**config.mk**
```make
export PLATFORM = sky130hd
export DESIGN_NAME = scan_exposure_trigger_timer
export DESIGN_NICKNAME = d
export VERILOG_FILES = /design/src/rtl/setrig_pkg.sv /design/src/rtl/setrig_phase.sv /design/src/rtl/setrig_expo.sv /design/src/rtl/scan_exposure_trigger_timer.sv
export SDC_FILE = /design/constraint.sdc
export NUM_CORES = 1
export LEC_CHECK = 0
export ABC_AREA = 1
export BUFFER_PORTS_ARGS = -buffer_cell sky130_fd_sc_hd__buf_2
export CAP_MARGIN = 40
export CELL_PAD_IN_SITES_DETAIL_PLACEMENT = 0
export CELL_PAD_IN_SITES_GLOBAL_PLACEMENT = 1
export CORE_ASPECT_RATIO = 1.25
export CORE_MARGIN = 1.5
export CORE_UTILIZATION = 46
export CTS_CLUSTER_DIAMETER = 30
export DETAILED_ROUTE_END_ITERATION = 10
export GPL_TIMING_DRIVEN = 0
export PLACE_DENSITY = 0.89
export SETUP_SLACK_MARGIN = 0.1
export SLEW_MARGIN = 15
export SYNTH_ARGS = -nofsm -noshare
export SYNTH_HDL_FRONTEND = slang
export SYNTH_SLANG_ARGS = --single-unit
```
**constraint.sdc**
```tcl
create_clock -name clk_i -period 3.5 [get_ports clk_i]
set_input_delay 0.35 -clock clk_i [delete_from_list [all_inputs] [get_ports clk_i]]
set_output_delay 0.35 -clock clk_i [all_outputs]
set_load 0.03 [all_outputs]
```
**src/rtl/setrig_pkg.sv**
```systemverilog
// Shared constants, codes and types for the scan exposure trigger timer.
// No dependencies; imported by every module of the block.
package setrig_pkg;

  localparam int TICK_MS   = 5;
  localparam int FPS_PHOTO = 15;
  localparam int FPS_VIDEO = 24;

  localparam int TICK_W  = 8;
  localparam int FRAME_W = 10;
  localparam int MS_W    = 16;
  localparam int CFG_IDX_W = 2;

  // exact form of cnt * TICK_MS * fps >= 1000
  localparam int PHOTO_TICKS_I = (1000 + TICK_MS * FPS_PHOTO - 1) / (TICK_MS * FPS_PHOTO);
  localparam int VIDEO_TICKS_I = (1000 + TICK_MS * FPS_VIDEO - 1) / (TICK_MS * FPS_VIDEO);

  localparam logic [TICK_W-1:0] PHOTO_TICKS = TICK_W'(PHOTO_TICKS_I);
  localparam logic [TICK_W-1:0] VIDEO_TICKS = TICK_W'(VIDEO_TICKS_I);
  localparam logic [TICK_W-1:0] TICK_MAX    = {TICK_W{1'b1}};

  localparam logic [MS_W-1:0] START_WAIT_MS = MS_W'(666);
  localparam logic [MS_W:0]   TICK_STEP_MS  = (MS_W+1)'(TICK_MS);
  localparam logic [MS_W-1:0] MS_MAX        = {MS_W{1'b1}};

  localparam logic [1:0] CMD_NONE  = 2'd0;
  localparam logic [1:0] CMD_START = 2'd1;
  localparam logic [1:0] CMD_STOP  = 2'd2;

  localparam logic [1:0] MODE_WIDE  = 2'd0;
  localparam logic [1:0] MODE_AREA  = 2'd1;
  localparam logic [1:0] MODE_VIDEO = 2'd2;
  localparam logic [1:0] MODE_OTHER = 2'd3;

  localparam logic [CFG_IDX_W-1:0] CFG_FRAMES   = 2'd0;
  localparam logic [CFG_IDX_W-1:0] CFG_SPEED_MS = 2'd1;
  localparam logic [CFG_IDX_W-1:0] CFG_POS_MS   = 2'd2;

  typedef struct packed {
    logic                 we;
    logic [CFG_IDX_W-1:0] idx;
    logic [MS_W-1:0]      data;
  } cfg_wr_t;

  typedef struct packed {
    logic cmd_start;
    logic cmd_stop;
    logic still;
    logic video;
  } tick_dec_t;

  typedef struct packed {
    logic trigger;
    logic clear;
  } expo_res_t;

  typedef struct packed {
    logic position_q;
    logic position_d;
    logic running_d;
  } phase_stat_t;

endpackage

```
**src/rtl/setrig_phase.sv**
```systemverilog
// Speed/position phase timer with its two length registers.
// Depends on setrig_pkg.
module setrig_phase import setrig_pkg::*; (
  input  logic        clk_i,
  input  logic        rst_ni,
  input  cfg_wr_t     cfg_i,
  input  logic        tick_i,
  input  tick_dec_t   dec_i,
  output phase_stat_t stat_o
);

  logic [MS_W-1:0] speed_ms_q, pos_ms_q;
  logic            position_q, position_d;
  logic            running_q, running_d;
  logic [MS_W-1:0] elapsed_q, elapsed_d;
  logic [MS_W-1:0] length_q, length_d;

  logic            pos_a, run_a;
  logic [MS_W-1:0] el_a, len_a;
  logic [MS_W:0]   el_sum;

  always_comb begin
    el_sum = {1'b0, elapsed_q} + TICK_STEP_MS;
    pos_a  = position_q;
    len_a  = length_q;
    if (dec_i.cmd_start && dec_i.still) begin
      if (!running_q) begin
        pos_a = 1'b1;
        len_a = START_WAIT_MS;
        el_a  = '0;
        run_a = 1'b1;
      end else begin
        el_a  = el_sum[MS_W] ? MS_MAX : el_sum[MS_W-1:0];
        run_a = 1'b1;
      end
    end else begin
      el_a  = '0;
      run_a = 1'b0;
    end

    position_d = pos_a;
    length_d   = len_a;
    elapsed_d  = el_a;
    running_d  = run_a;
    if (run_a && (el_a >= len_a)) begin
      if (!pos_a) begin
        length_d   = pos_ms_q;
        position_d = 1'b1;
      end else begin
        length_d   = speed_ms_q;
        position_d = 1'b0;
      end
      elapsed_d = '0;
    end
  end

  always_ff @(posedge clk_i or negedge rst_ni) begin
    if (!rst_ni) begin
      speed_ms_q <= '0;
      pos_ms_q   <= '0;
    end else if (cfg_i.we) begin
      unique case (cfg_i.idx)
        CFG_SPEED_MS: speed_ms_q <= cfg_i.data;
        CFG_POS_MS:   pos_ms_q   <= cfg_i.data;
        default: ;
      endcase
    end
  end

  always_ff @(posedge clk_i or negedge rst_ni) begin
    if (!rst_ni) begin
      position_q <= 1'b1;
      running_q  <= 1'b0;
      elapsed_q  <= '0;
      length_q   <= START_WAIT_MS;
    end else if (tick_i) begin
      position_q <= position_d;
      running_q  <= running_d;
      elapsed_q  <= elapsed_d;
      length_q   <= length_d;
    end
  end

  assign stat_o.position_q = position_q;
  assign stat_o.position_d = position_d;
  assign stat_o.running_d  = running_d;

endmodule

```
**src/rtl/setrig_expo.sv**
```systemverilog
// Exposure interval counter and per-stripe frame counter.
// Depends on setrig_pkg; uses the phase before the tick from setrig_phase.
module setrig_expo import setrig_pkg::*; (
  input  logic               clk_i,
  input  logic               rst_ni,
  input  cfg_wr_t            cfg_i,
  input  logic               tick_i,
  input  tick_dec_t          dec_i,
  input  logic               position_i,
  output expo_res_t          res_o,
  output logic [FRAME_W-1:0] frames_o
);

  logic [FRAME_W-1:0] frames_max_q;
  logic [TICK_W-1:0]  tick_q, tick_d, tick_inc;
  logic [FRAME_W-1:0] stripe_q, stripe_d;

  always_comb begin
    tick_inc = (tick_q != TICK_MAX) ? tick_q + TICK_W'(1) : tick_q;
    tick_d   = tick_q;
    stripe_d = stripe_q;
    res_o    = '0;
    if (dec_i.cmd_start) begin
      if (dec_i.still) begin
        if (position_i) begin
          res_o.clear = 1'b1;
          tick_d      = '0;
          stripe_d    = '0;
        end else if (stripe_q < frames_max_q) begin
          if (tick_inc >= PHOTO_TICKS) begin
            res_o.trigger = 1'b1;
            stripe_d      = stripe_q + FRAME_W'(1);
            tick_d        = '0;
          end else begin
            tick_d = tick_inc;
          end
        end
      end else if (dec_i.video) begin
        if (tick_inc >= VIDEO_TICKS) begin
          res_o.trigger = 1'b1;
          tick_d        = '0;
        end else begin
          tick_d = tick_inc;
        end
      end
    end else if (dec_i.cmd_stop) begin
      tick_d      = '0;
      res_o.clear = 1'b1;
    end
  end

  always_ff @(posedge clk_i or negedge rst_ni) begin
    if (!rst_ni) begin
      frames_max_q <= '0;
    end else if (cfg_i.we && (cfg_i.idx == CFG_FRAMES)) begin
      frames_max_q <= cfg_i.data[FRAME_W-1:0];
    end
  end

  always_ff @(posedge clk_i or negedge rst_ni) begin
    if (!rst_ni) begin
      tick_q   <= '0;
      stripe_q <= '0;
    end else if (tick_i) begin
      tick_q   <= tick_d;
      stripe_q <= stripe_d;
    end
  end

  assign frames_o = stripe_d;

endmodule

```
**src/rtl/scan_exposure_trigger_timer.sv**
```systemverilog
// Scan exposure trigger timer, top level with the result register.
// Depends on setrig_pkg, setrig_phase and setrig_expo.
//
// Each input transaction is one tick of TICK_MS ms carrying the command and
// imaging mode. Every tick yields exactly one result transaction: trigger,
// forced clear, phase after the tick, frames done in the stripe and timer
// running flag.
// Latency: the result is valid the cycle after the tick is accepted.
// Throughput: one tick per cycle while in_ready_o is high; all state is updated in a single pass of
// counter/compare logic between the accept edge and the result register.
// in_ready_o is high while the result register is empty or being drained,
// so a stalled receiver holds the result and stops further ticks only when
// the register is full and out_ready_i is low.
// Configuration: cfg_we_i writes cfg_wdata_i to register cfg_idx_i
// (0 frames per stripe, 1 speed phase ms, 2 position phase ms); write only
// while no result is pending.
// Reset: counters and settings zero, position phase with the 666 ms start
// wait loaded, timer stopped, no result pending; result data not reset.
module scan_exposure_trigger_timer import setrig_pkg::*; (
  input  logic                 clk_i,
  input  logic                 rst_ni,
  input  logic                 cfg_we_i,
  input  logic [CFG_IDX_W-1:0] cfg_idx_i,
  input  logic [MS_W-1:0]      cfg_wdata_i,
  input  logic                 in_valid_i,
  output logic                 in_ready_o,
  input  logic [1:0]           command_i,
  input  logic [1:0]           imaging_mode_i,
  output logic                 out_valid_o,
  input  logic                 out_ready_i,
  output logic                 exposure_trigger_o,
  output logic                 clear_exposure_o,
  output logic                 phase_is_position_o,
  output logic [FRAME_W-1:0]   frames_done_o,
  output logic                 phase_timer_running_o
);

  cfg_wr_t            cfg;
  tick_dec_t          dec;
  phase_stat_t        phase;
  expo_res_t          expo;
  logic [FRAME_W-1:0] frames;
  logic               tick;

  logic               valid_q;
  expo_res_t          expo_q;
  logic               position_q, running_q;
  logic [FRAME_W-1:0] frames_q;

  assign cfg.we   = cfg_we_i;
  assign cfg.idx  = cfg_idx_i;
  assign cfg.data = cfg_wdata_i;

  assign dec.cmd_start = (command_i == CMD_START);
  assign dec.cmd_stop  = (command_i == CMD_STOP);
  assign dec.still     = (imaging_mode_i == MODE_WIDE) || (imaging_mode_i == MODE_AREA);
  assign dec.video     = (imaging_mode_i == MODE_VIDEO);

  assign in_ready_o = !valid_q || out_ready_i;
  assign tick       = in_valid_i && in_ready_o;

  setrig_phase u_phase (
    .clk_i  (clk_i),
    .rst_ni (rst_ni),
    .cfg_i  (cfg),
    .tick_i (tick),
    .dec_i  (dec),
    .stat_o (phase)
  );

  setrig_expo u_expo (
    .clk_i      (clk_i),
    .rst_ni     (rst_ni),
    .cfg_i      (cfg),
    .tick_i     (tick),
    .dec_i      (dec),
    .position_i (phase.position_q),
    .res_o      (expo),
    .frames_o   (frames)
  );

  always_ff @(posedge clk_i or negedge rst_ni) begin
    if (!rst_ni) begin
      valid_q <= 1'b0;
    end else if (in_ready_o) begin
      valid_q <= in_valid_i;
    end
  end

  always_ff @(posedge clk_i) begin
    if (tick) begin
      expo_q     <= expo;
      position_q <= phase.position_d;
      running_q  <= phase.running_d;
      frames_q   <= frames;
    end
  end

  assign out_valid_o           = valid_q;
  assign exposure_trigger_o    = expo_q.trigger;
  assign clear_exposure_o      = expo_q.clear;
  assign phase_is_position_o   = position_q;
  assign frames_done_o         = frames_q;
  assign phase_timer_running_o = running_q;

endmodule

```
**After elaboration in Yosys (flattened, before gate mapping)**

Index checks and enable logic that the tools add are counted.

- Logic and storage cells: 81
- Input port bits: 27
- Output and inout bits: 16
- Flip-flop bits (word level): 109

- Magnitude comparators: 4
- Add/subtract/negate cells: 3
- Equal/unequal tests: 9
- Reduce and logical (&&, ||, !) cells: 13
- Muxes and demuxes: 37

Operators with widths:

| operator | count |
|---|---|
| 16-bit 2-to-1 mux | 8 |
| 8-bit 2-to-1 mux | 9 |
| 10-bit 2-to-1 mux | 5 |
| 16-bit by 3-bit adder with 17-bit output, second input constant | 1 |
| 16-bit greater-or-equal comparator | 1 |
| 8-bit by 4-bit greater-or-equal comparator with 1-bit output, second input constant | 2 |
| 1-bit 2-to-1 mux | 15 |
| 10-bit by 1-bit adder with 10-bit output, second input constant | 1 |
| 10-bit less-than comparator | 1 |
| 8-bit by 1-bit adder with 8-bit output, second input constant | 1 |
| 8-bit != test, second input constant | 1 |
| 2-bit by 1-bit equality test with 1-bit output, second input constant | 3 |
| 2-bit equality test, second input constant | 3 |
| 1-bit logical AND | 4 |
| 2-bit zero test | 2 |
| 4-bit by 3-bit != test with 1-bit output, second input constant | 1 |
| 2-bit AND reduction | 2 |
| 4-bit AND reduction | 1 |
| 3-bit != test, second input constant | 1 |
| 1-bit logical OR | 2 |
| 2-bit nonzero test | 1 |
| 1-bit zero test | 1 |

**Depth between registers and ports, before layout**

Gate-level depths: netlist (run 1).

- Word-level depth: 8
- Mapped depth: 23
- Gate-level depth less buffers: 21

**Modules after synthesis**

A second synthesis (run 1) with hierarchy kept.

- Cells, all modules: 846
- Area, all modules: 6,477.5 µm²

Modules (own cells, without submodules):

| module | cells each | area each (µm²) | instances | sequential area each (µm²) |
|---|---|---|---|---|
| setrig_phase | 545 | 3,982.6 | 1 | 1,659.1 |
| setrig_expo | 275 | 2,006.9 | 1 | 700.7 |
| scan_exposure_trigger_timer | 26 | 488.0 | 1 | 445.4 |

**Least setup slack after synthesis (run 1)**

No wires, ideal clock.

- Path type: reg-to-reg
- Start point: register u_phase.elapsed_q[0]
- End point: register u_phase.elapsed_q[10]
- Clock period less this slack: 2.870 ns
- Library setup time: 0.132 ns
- Path slack: 0.630 ns
- Stages on the path, launching flop included: 21
- Arrival time: 2.738 ns
- Required time: 3.368 ns
- Buffers on the path: 3
- Cells stage by stage: dfrtp_1 > ha_1 > o21ai_1 > nor2_1 > nand2_1 > nor2_1 > nand4_1 > buf_2 > nand3_1 > nand2_1 > inv_1 > ha_1 > nand2_1 > nor3_1 > nand3_1 > nand3_1 > nand2_1 > buf_2 > buf_2 > nand3_1 > o21ai_0

- Longest elaborated chain between the ends: 7

Ends and longest elaborated chain:

| what | RTL line | RTL |
|---|---|---|
| start: declaration | setrig_phase.sv:15 | `logic [MS_W-1:0] elapsed_q, elapsed_d;` |
| start signal: assignment | setrig_phase.sv:79 | `elapsed_q <= elapsed_d;` |
| 16-bit by 3-bit adder with 17-bit output * | setrig_phase.sv:23 | `el_sum = {1'b0, elapsed_q} + TICK_STEP_MS;` |
| 16-bit 2-to-1 mux * | setrig_phase.sv:33 | `el_a = el_sum[MS_W] ? MS_MAX : el_sum[MS_W-1:0];` |
| 16-bit 2-to-1 mux * | setrig_phase.sv:27 | `if (!running_q) begin` |
| 16-bit 2-to-1 mux * | setrig_phase.sv:26 | `if (dec_i.cmd_start && dec_i.still) begin` |
| 16-bit greater-or-equal comparator | setrig_phase.sv:45 | `if (run_a && (el_a >= len_a)) begin` |
| 1-bit logical AND | setrig_phase.sv:45 |  |
| 16-bit 2-to-1 mux * | setrig_phase.sv:45 |  |

Every way passes the cells marked *; elsewhere a longest branch is shown, timed or not.
A chain may end at the register's enable or synchronous reset.

**Worst setup path after layout (run 1)**

- Start point: register u_phase.elapsed_q[1]
- End point: register u_phase.length_q[14]

- Longest elaborated chain between the ends: 7

Ends and longest elaborated chain:

| what | RTL line | RTL |
|---|---|---|
| 16-bit by 3-bit adder with 17-bit output | setrig_phase.sv:23 |  |
| 16-bit 2-to-1 mux | setrig_phase.sv:33 |  |
| 16-bit 2-to-1 mux | setrig_phase.sv:27 |  |
| 16-bit 2-to-1 mux | setrig_phase.sv:26 |  |
| 16-bit greater-or-equal comparator | setrig_phase.sv:45 |  |
| 1-bit logical AND | setrig_phase.sv:45 |  |
| 16-bit 2-to-1 mux | setrig_phase.sv:45 |  |
| end signal: assignment | setrig_phase.sv:80 | `length_q <= length_d;` |
| end: declaration | setrig_phase.sv:16 | `logic [MS_W-1:0] length_q, length_d;` |

Every way passes these cells.

==> impl_metrics.tcl, run 1 <==
set metrics [dict create \
    die_y_um 132 \
    max_stage_delay_ns 0.41 \
    powerDensity_mw_per_mm2 518 \
    grt_pass1_wl_um 24200 \
    cp_data_arrival_time_ns 3.39 \
    grt_usage_pct 21.7 \
    grt_pass1_vias 5119 \
    swShare_pct 34.0 \
    synth_area_leaders "dfrtp_1 (36%), nand2_1 (12%), o21ai_0 (7.1%), edfxtp_1 (6.9%), ha_1 (6.2%)" \
    worstSetupEndpointType "register" \
    synthesis.nets 811 \
    clockRootBuffer "clkbuf_16" \
    yosysTopAreaCell "dfrtp_1" \
    num_rows 46 \
    vias 5268 \
    clock_sinks 109 \
    cts.clk_slew.worst_paths_ns 0.07 \
    fillCellCount 1196 \
    worstMarginPinSlew_ns 0.615 \
    status "finished clean" \
    clock_path_buffers 2 \
    hpwl_um 10800 \
    total_power_w 0.00361 \
    overflow 0 \
    post-route-min-period_ns 3.17 \
    drv_slew 0 \
    placed_cell_area_mm2 0.00655 \
    grt_max_degree 64 \
    gr-usage-met3_pct 3.21 \
    ys_seq_area_share_pct 46.0 \
    holdPathStages 3 \
    critPathKind "register to register" \
    ys_async_sr_fraction_pct 87.2 \
    wire_per_inst_um 14.8 \
    slew_headroom_pct 59.0 \
    reg2regPathDepth 20 \
    drtPass1Iterations 5 \
    start_util_pct 47.6 \
    syn_area_per_cell_um2 8.09 \
    post-route-period-util_pct 90.5 \
    worstSetupPathDepth 20 \
    ys_ff_latch 109 \
    cp_cell_sequence "ha_4 > o21ai_2 > nor2_2 > nand2_2 > nor2_2 > nand4_1 > clkbuf_4 > a21oi_1 > ha_1 > a21oi_1 > o21ai_0 > nand2_1 > o211ai_1 > nand2_1 > nand3_1 > nand2_2 > buf_2 > a21oi_1 > o21ai_0 > nand2_1" \
    cts_buffers 9 \
    power_frac_comb_pct 27.9 \
    synthFlopType "dfrtp_1" \
    grt_use_met1_pct 28.0 \
    drc 0 \
    seqPwrFrac_pct 46.3 \
    p_int_w 0.00239 \
    yosys_warnings 0 \
    rsz0062_at_grt "no" \
    synth_cells 754 \
    cts_tree "built" \
    fin_cells 990 \
    ir_drop_v 0.000236 \
    post_route_cells_drive_above_1_share_pct 15.9 \
    cap_violations 0 \
    wirelength_um 14600 \
    final_common_cell "nand2_1" \
    path_max_fanout 10 \
    port_buffers 42 \
    die-area_mm2 0.0140 \
    final_nets 874 \
    grtUsageMet2_pct 36.9 \
    top_usage_layer "met2" \
    synth_top_area_share_pct 36.5 \
    fmax_ghz 0.316 \
    viasPerCell 5.32 \
    switchingPower_w 0.00123 \
    fin_setup_tns_ns 0 \
    crit_slowest_cell "dfrtp_2" \
    synth.distinct_cells 40 \
    antenna_found_initial 0 \
    diodes 0 \
    crit_buf_inv 2 \
    htreeDepth 3 \
    core_region_area_mm2 0.0128 \
    whs_ns 0.263 \
    finalSetupViolCount 0 \
    hold_path.class "primary input to register" \
    crit_required_ns 3.73 \
    gp_congestion 0.847 \
    finish.instance_area_mm2 0.00698 \
    drtIter0Drc 305 \
    insertion_delay_ns 0.35 \
    ios 43 \
    skew_ns 0.00763 \
    mostFrequentLayoutCells "nand2_1 (190), inv_1 (87), dfrtp_1 (86)" \
    p_clk_share_pct 25.8 \
    path_delay_family "simple AND/OR/NAND/NOR gates" \
    synth_edf_count 14 \
    dp_cells 965 \
    p_leak_nw 3.38 \
    hold_violations 0 \
    area_delta_synth_final_pct 14.3 \
    worstSetupStartpointType "register" \
    drtAntennaViolNets 0 \
    die_w_um 106 \
    syn_area_mm2 0.00610 \
]
[final cells by class]
class | instances | area, um^2 | share of cell area [%]
clock buffer | 10 | 229 | 3.28
multi-input combinational | 526 | 2890 | 41.5
tap | 168 | 210 | 3.01
inverter | 95 | 357 | 5.11
timing repair buffer | 52 | 310 | 4.45
buffer | 24 | 126 | 1.81
sequential | 109 | 2810 | 40.3
clock inverter | 6 | 40.0 | 0.574
[state kept, by name, indices dropped and copies added, names as in the netlist, 8 cells and up]
register / cells
frames_done_o: 10
u_expo.frames_max_q: 10
u_expo.stripe_q: 10
u_expo.tick_q: 8
u_phase.elapsed_q: 16
u_phase.length_q: 16
u_phase.pos_ms_q: 16
u_phase.speed_ms_q: 16
[timing repair]
action / CTS / global route
pin swaps: 0 / 6
hold buffers: 1 / 0
setup buffers: 0 / 8
endpoints found under the setup margin: 10 / 34
gates resized for setup: 3 / 28
hold endpoints to repair: 31 / 0
[power groups by stage]
stage               sequential, W  clock (W)  combinational [W]
CTS                       0.00167   0.000958           0.000997
finish                    0.00167   0.000933            0.00101
floorplan                 0.00170          0           0.000679
detailed placement        0.00169          0           0.000990
global placement          0.00168          0           0.000949
global route              0.00170    0.00101            0.00115
[cells by family (layout without fill, tap and decap cells)]
logic type	Yosys count	in the layout	share of synthesized area (%)
adder cells (fa/ha/maj)	30	30	6.15
AO/OA/AOI/OAI	149	149	13.0
multiplexers	16	16	2.95
flip-flops	109	109	46.0
buffers and inverters	119	187	7.69
AND/OR/NAND/NOR	320	320	22.7
XOR/XNOR	11	11	1.58
[per-stage QoR]
| step | util [%] | setup WS (ns) |
|---|---|---|
| floorplan | - | 0.630 |
| global placement | 50.8 | -0.155 |
| detailed placement | 51.1 | -0.144 |
| CTS | 53.3 | 0.111 |
| global route | 54.3 | 0.0783 |
| finish | 54.3 | 0.333 |
[routing by layer]
layer	vias up	part of all wire, %	wire, um
met2	125	51	7460
met4	0	1.3	189
li1	2604	-	-
met5	-	0	0
met3	16	4.2	620
met1	2523	43	6360
[synthesized netlist by cell type (8+ instances only)]
cell and instances:
a21oi_1 39, clkbuf_1 18, dfrtp_1 89, edfxtp_1 14
ha_1 30, inv_1 87, mux2_1 9, nand2_1 194
nand3_1 46, nand4_1 10, nor2_1 43, nor3_1 8
o21ai_0 86, xor2_1 10
[worst min-delay path, cell delays in order]
cell	delay, ns
buf_2	0.09
inv_1	0.05
o21ai_0	0.07
[path summary, 6_finish.rpt]
path | slack [ns] | end | startpoint
max | 0.33 | u_phase.length_q[14] | u_phase.elapsed_q[1]
min | 0.26 | u_phase.speed_ms_q[10] | cfg_wdata_i[10]
max reg2reg | 0.33 | u_phase.length_q[14] | u_phase.elapsed_q[1]
min reg2reg | 0.47 | u_phase.length_q[9] | u_phase.length_q[9]
max in group asynchronous | 2.27 | u_phase.length_q[7] | rst_ni
min in group asynchronous | 0.50 | u_expo.stripe_q[0] | rst_ni
(Power assumes the default switching activity.)
==> run 2: changes to the inputs <==
Settings changed: ABC_AREA 1 to unset, CORE_UTILIZATION 46 to 48.
==> impl_metrics.tcl, run 2 <==
set metrics [dict create \
    synth.distinct_cells 80 \
    grt_use_met1_pct 26.3 \
    cts_buffers 9 \
    yosysMostFrequentCell "dfrtp_1" \
    total_power_w 0.00297 \
    final_common_cell "dfrtp_1" \
    gp_congestion 0.860 \
    viasPerCell 6.00 \
    num_rows 46 \
    drc 0 \
    overflow 0 \
    yosysTopAreaCell "dfrtp_1" \
    cts.clk_slew.worst_paths_ns 0.08 \
    synth_area_leaders "dfrtp_1 (36%), mux2_2 (8.3%), edfxtp_1 (6.9%), ha_1 (6.1%), nand2_1 (4.7%)" \
    die_w_um 104 \
    max_stage_delay_ns 0.42 \
    vias 5057 \
    grt_max_degree 52 \
    yosys_warnings 0 \
    cp_data_arrival_time_ns 3.62 \
    hold_path.class "primary input to async pin" \
    ys_ff_latch 109 \
    fmax_ghz 0.295 \
    synth_edf_count 14 \
    worstSetupStartpointType "register" \
    drtAntennaViolNets 0 \
    ys_async_sr_fraction_pct 87.2 \
    synth_common_cells "dfrtp_1 (89), nand2_1 (76), mux2_2 (45)" \
    area_delta_synth_final_pct 18.2 \
    synthFlopType "dfrtp_1" \
    clock_sinks 109 \
    final_nets 727 \
    gr-usage-met3_pct 3.02 \
    die_y_um 129 \
    grt_pass1_vias 5110 \
    ios 43 \
    critPathKind "register to register" \
    skew_ns 0.00997 \
    grtUsageMet2_pct 41.3 \
    hold_violations 0 \
    antenna_found_initial 0 \
    wirelength_um 15300 \
    worstMarginPinSlew_ns 0.705 \
    core_region_area_mm2 0.0126 \
    drv_slew 0 \
    powerDensity_mw_per_mm2 410 \
    p_leak_nw 3.09 \
    synth_cells 597 \
    cts_hold_buffers 0 \
    clock_path_buffers 2 \
    finalSetupViolCount 0 \
    rsz0062_at_grt "yes" \
    status "finished clean" \
    final_core_util_pct 57.5 \
    syn_area_per_cell_um2 10.3 \
    synthesis.nets 654 \
    crit_required_ns 3.73 \
    insertion_delay_ns 0.35 \
    top_usage_layer "met2" \
    crit_slowest_cell "dfrtp_2" \
    post_route_cells_drive_above_1_share_pct 26.8 \
    die-area_mm2 0.0135 \
    start_util_pct 48.6 \
    grt_usage_pct 22.7 \
    slew_headroom_pct 52.8 \
    clockRootBuffer "clkbuf_16" \
    path_max_fanout 9 \
    post-route-period-util_pct 96.9 \
    ir_drop_v 0.000314 \
    diodes 0 \
    ys_seq_area_share_pct 45.8 \
    drtPass1Iterations 5 \
    wire_per_inst_um 18.1 \
    grt_pass1_wl_um 24300 \
    syn_area_mm2 0.00613 \
    port_buffers 42 \
    post-route-min-period_ns 3.39 \
    synth_top_area_share_pct 36.3 \
    worstSetupEndpointType "register" \
    cp_cell_sequence "nand4_1 > or2_4 > or3_4 > buf_8 > a21oi_4 > ha_4 > a21o_1 > a221oi_2 > o221ai_1 > a21oi_1 > buf_4 > nor2_4 > clkbuf_8 > a22o_1" \
    cap_violations 0 \
    mostFrequentLayoutCells "dfrtp_1 (85), nand2_1 (76), buf_2 (47)" \
    hpwl_um 11000 \
    htreeDepth 3 \
    cts_tree "built" \
    drtIter0Drc 265 \
]
run 2: changes by cell type after synthesis, moves of 8 or more:
cell	previous run	this run
nand2b_1	0	9
inv_1	87	22
nand3_1	46	13
mux2_1	9	0
mux2i_1	0	8
xnor2_1	1	9
mux2_2	7	45
nand2_1	194	76
a21oi_1	39	21
o21ai_0	86	41
a22o_1	0	11
run 2: where the power goes:
group          switching (W)  internal [W]
logic               0.000252      0.000197
registers          0.0000573       0.00141
clock network       0.000473      0.000583
total               0.000783       0.00219
run 2: timing repair:
| action | in CTS | in global routing |
|---|---|---|
| endpoints found under the setup margin | 34 | 34 |
| cloned | 1 | 1 |
| gates resized for setup | 26 | 27 |
| pin swaps | 2 | 21 |
| endpoints found under the hold margin | 0 | 0 |
| setup buffers | 6 | 9 |
run 2: per-stage QoR:
step           hold WS (ns)  setup WS, ns  cell area (um^2)  std cells  TNS, ns
2_1_floorplan        0.0544         0.126              6130        597        0
3_3_place_gp          0.482        -0.743              6550        807   -16.67
3_5_place_dp          0.403        -0.818              6610        810   -18.99
4_1_cts              0.0357         0.102              7080        833        0
5_1_grt              0.0549       0.00218              7240        843        0
6_report             0.0160         0.110              7240        843        0
run 2: layer usage:
| layer | vias to the layer above | share of wire (%) | routed length, um |
|---|---|---|---|
| met2 | 148 | 52 | 7990 |
| met3 | 46 | 3.5 | 532 |
| li1 | 2352 | - | - |
| met1 | 2511 | 40 | 6110 |
| met5 | - | 0 | 0 |
| met4 | 0 | 4.1 | 620 |
run 2: final timing paths:
path	slack (ns)	to	from	depth (start not counted)
max	0.11	u_phase.length_q[11]	u_phase.elapsed_q[3]	14
max reg2reg	0.11	u_phase.length_q[11]	u_phase.elapsed_q[3]	14
max in group asynchronous	2.77	u_phase.length_q[1]	rst_ni	2
min in group clk_i	0.22	out_valid_o	in_valid_i	2
min	0.02	u_phase.pos_ms_q[13]	rst_ni	1
min reg2reg	0.51	u_phase.length_q[3]	u_phase.length_q[3]	1
run 2: cell type report:
type / count / area (um^2)
plain buffers: 23 / 128
clock buffers: 11 / 243
clock inverters: 5 / 65.1
fillers: 1052 / 5360
inverters: 24 / 90.1
multi-input cells: 441 / 3280
flip-flops and latches: 109 / 2810
well taps: 168 / 210
repair buffers: 62 / 422
run 2: kinds of logic (layout without fill, tap and decap cells):
logic type / count (synthesis) / count (layout) / synth area share [%]
simple gates: 200 / 200 / 16.1
compound gates: 143 / 143 / 17.3
flops: 109 / 109 / 45.8
mux: 53 / 53 / 9.57
buf+inv: 47 / 125 / 3.02
fa+ha+maj: 30 / 30 / 6.12
xor+xnor: 15 / 15 / 2.14
run 2: worst max-delay path, delay by kind of cell, from the launching register on:
family | cells | cell delay, ns
compound gates | 6 | 1.13
simple gates | 4 | 0.97
buf+inv | 3 | 0.53
flops | 1 | 0.42
fa+ha+maj | 1 | 0.23
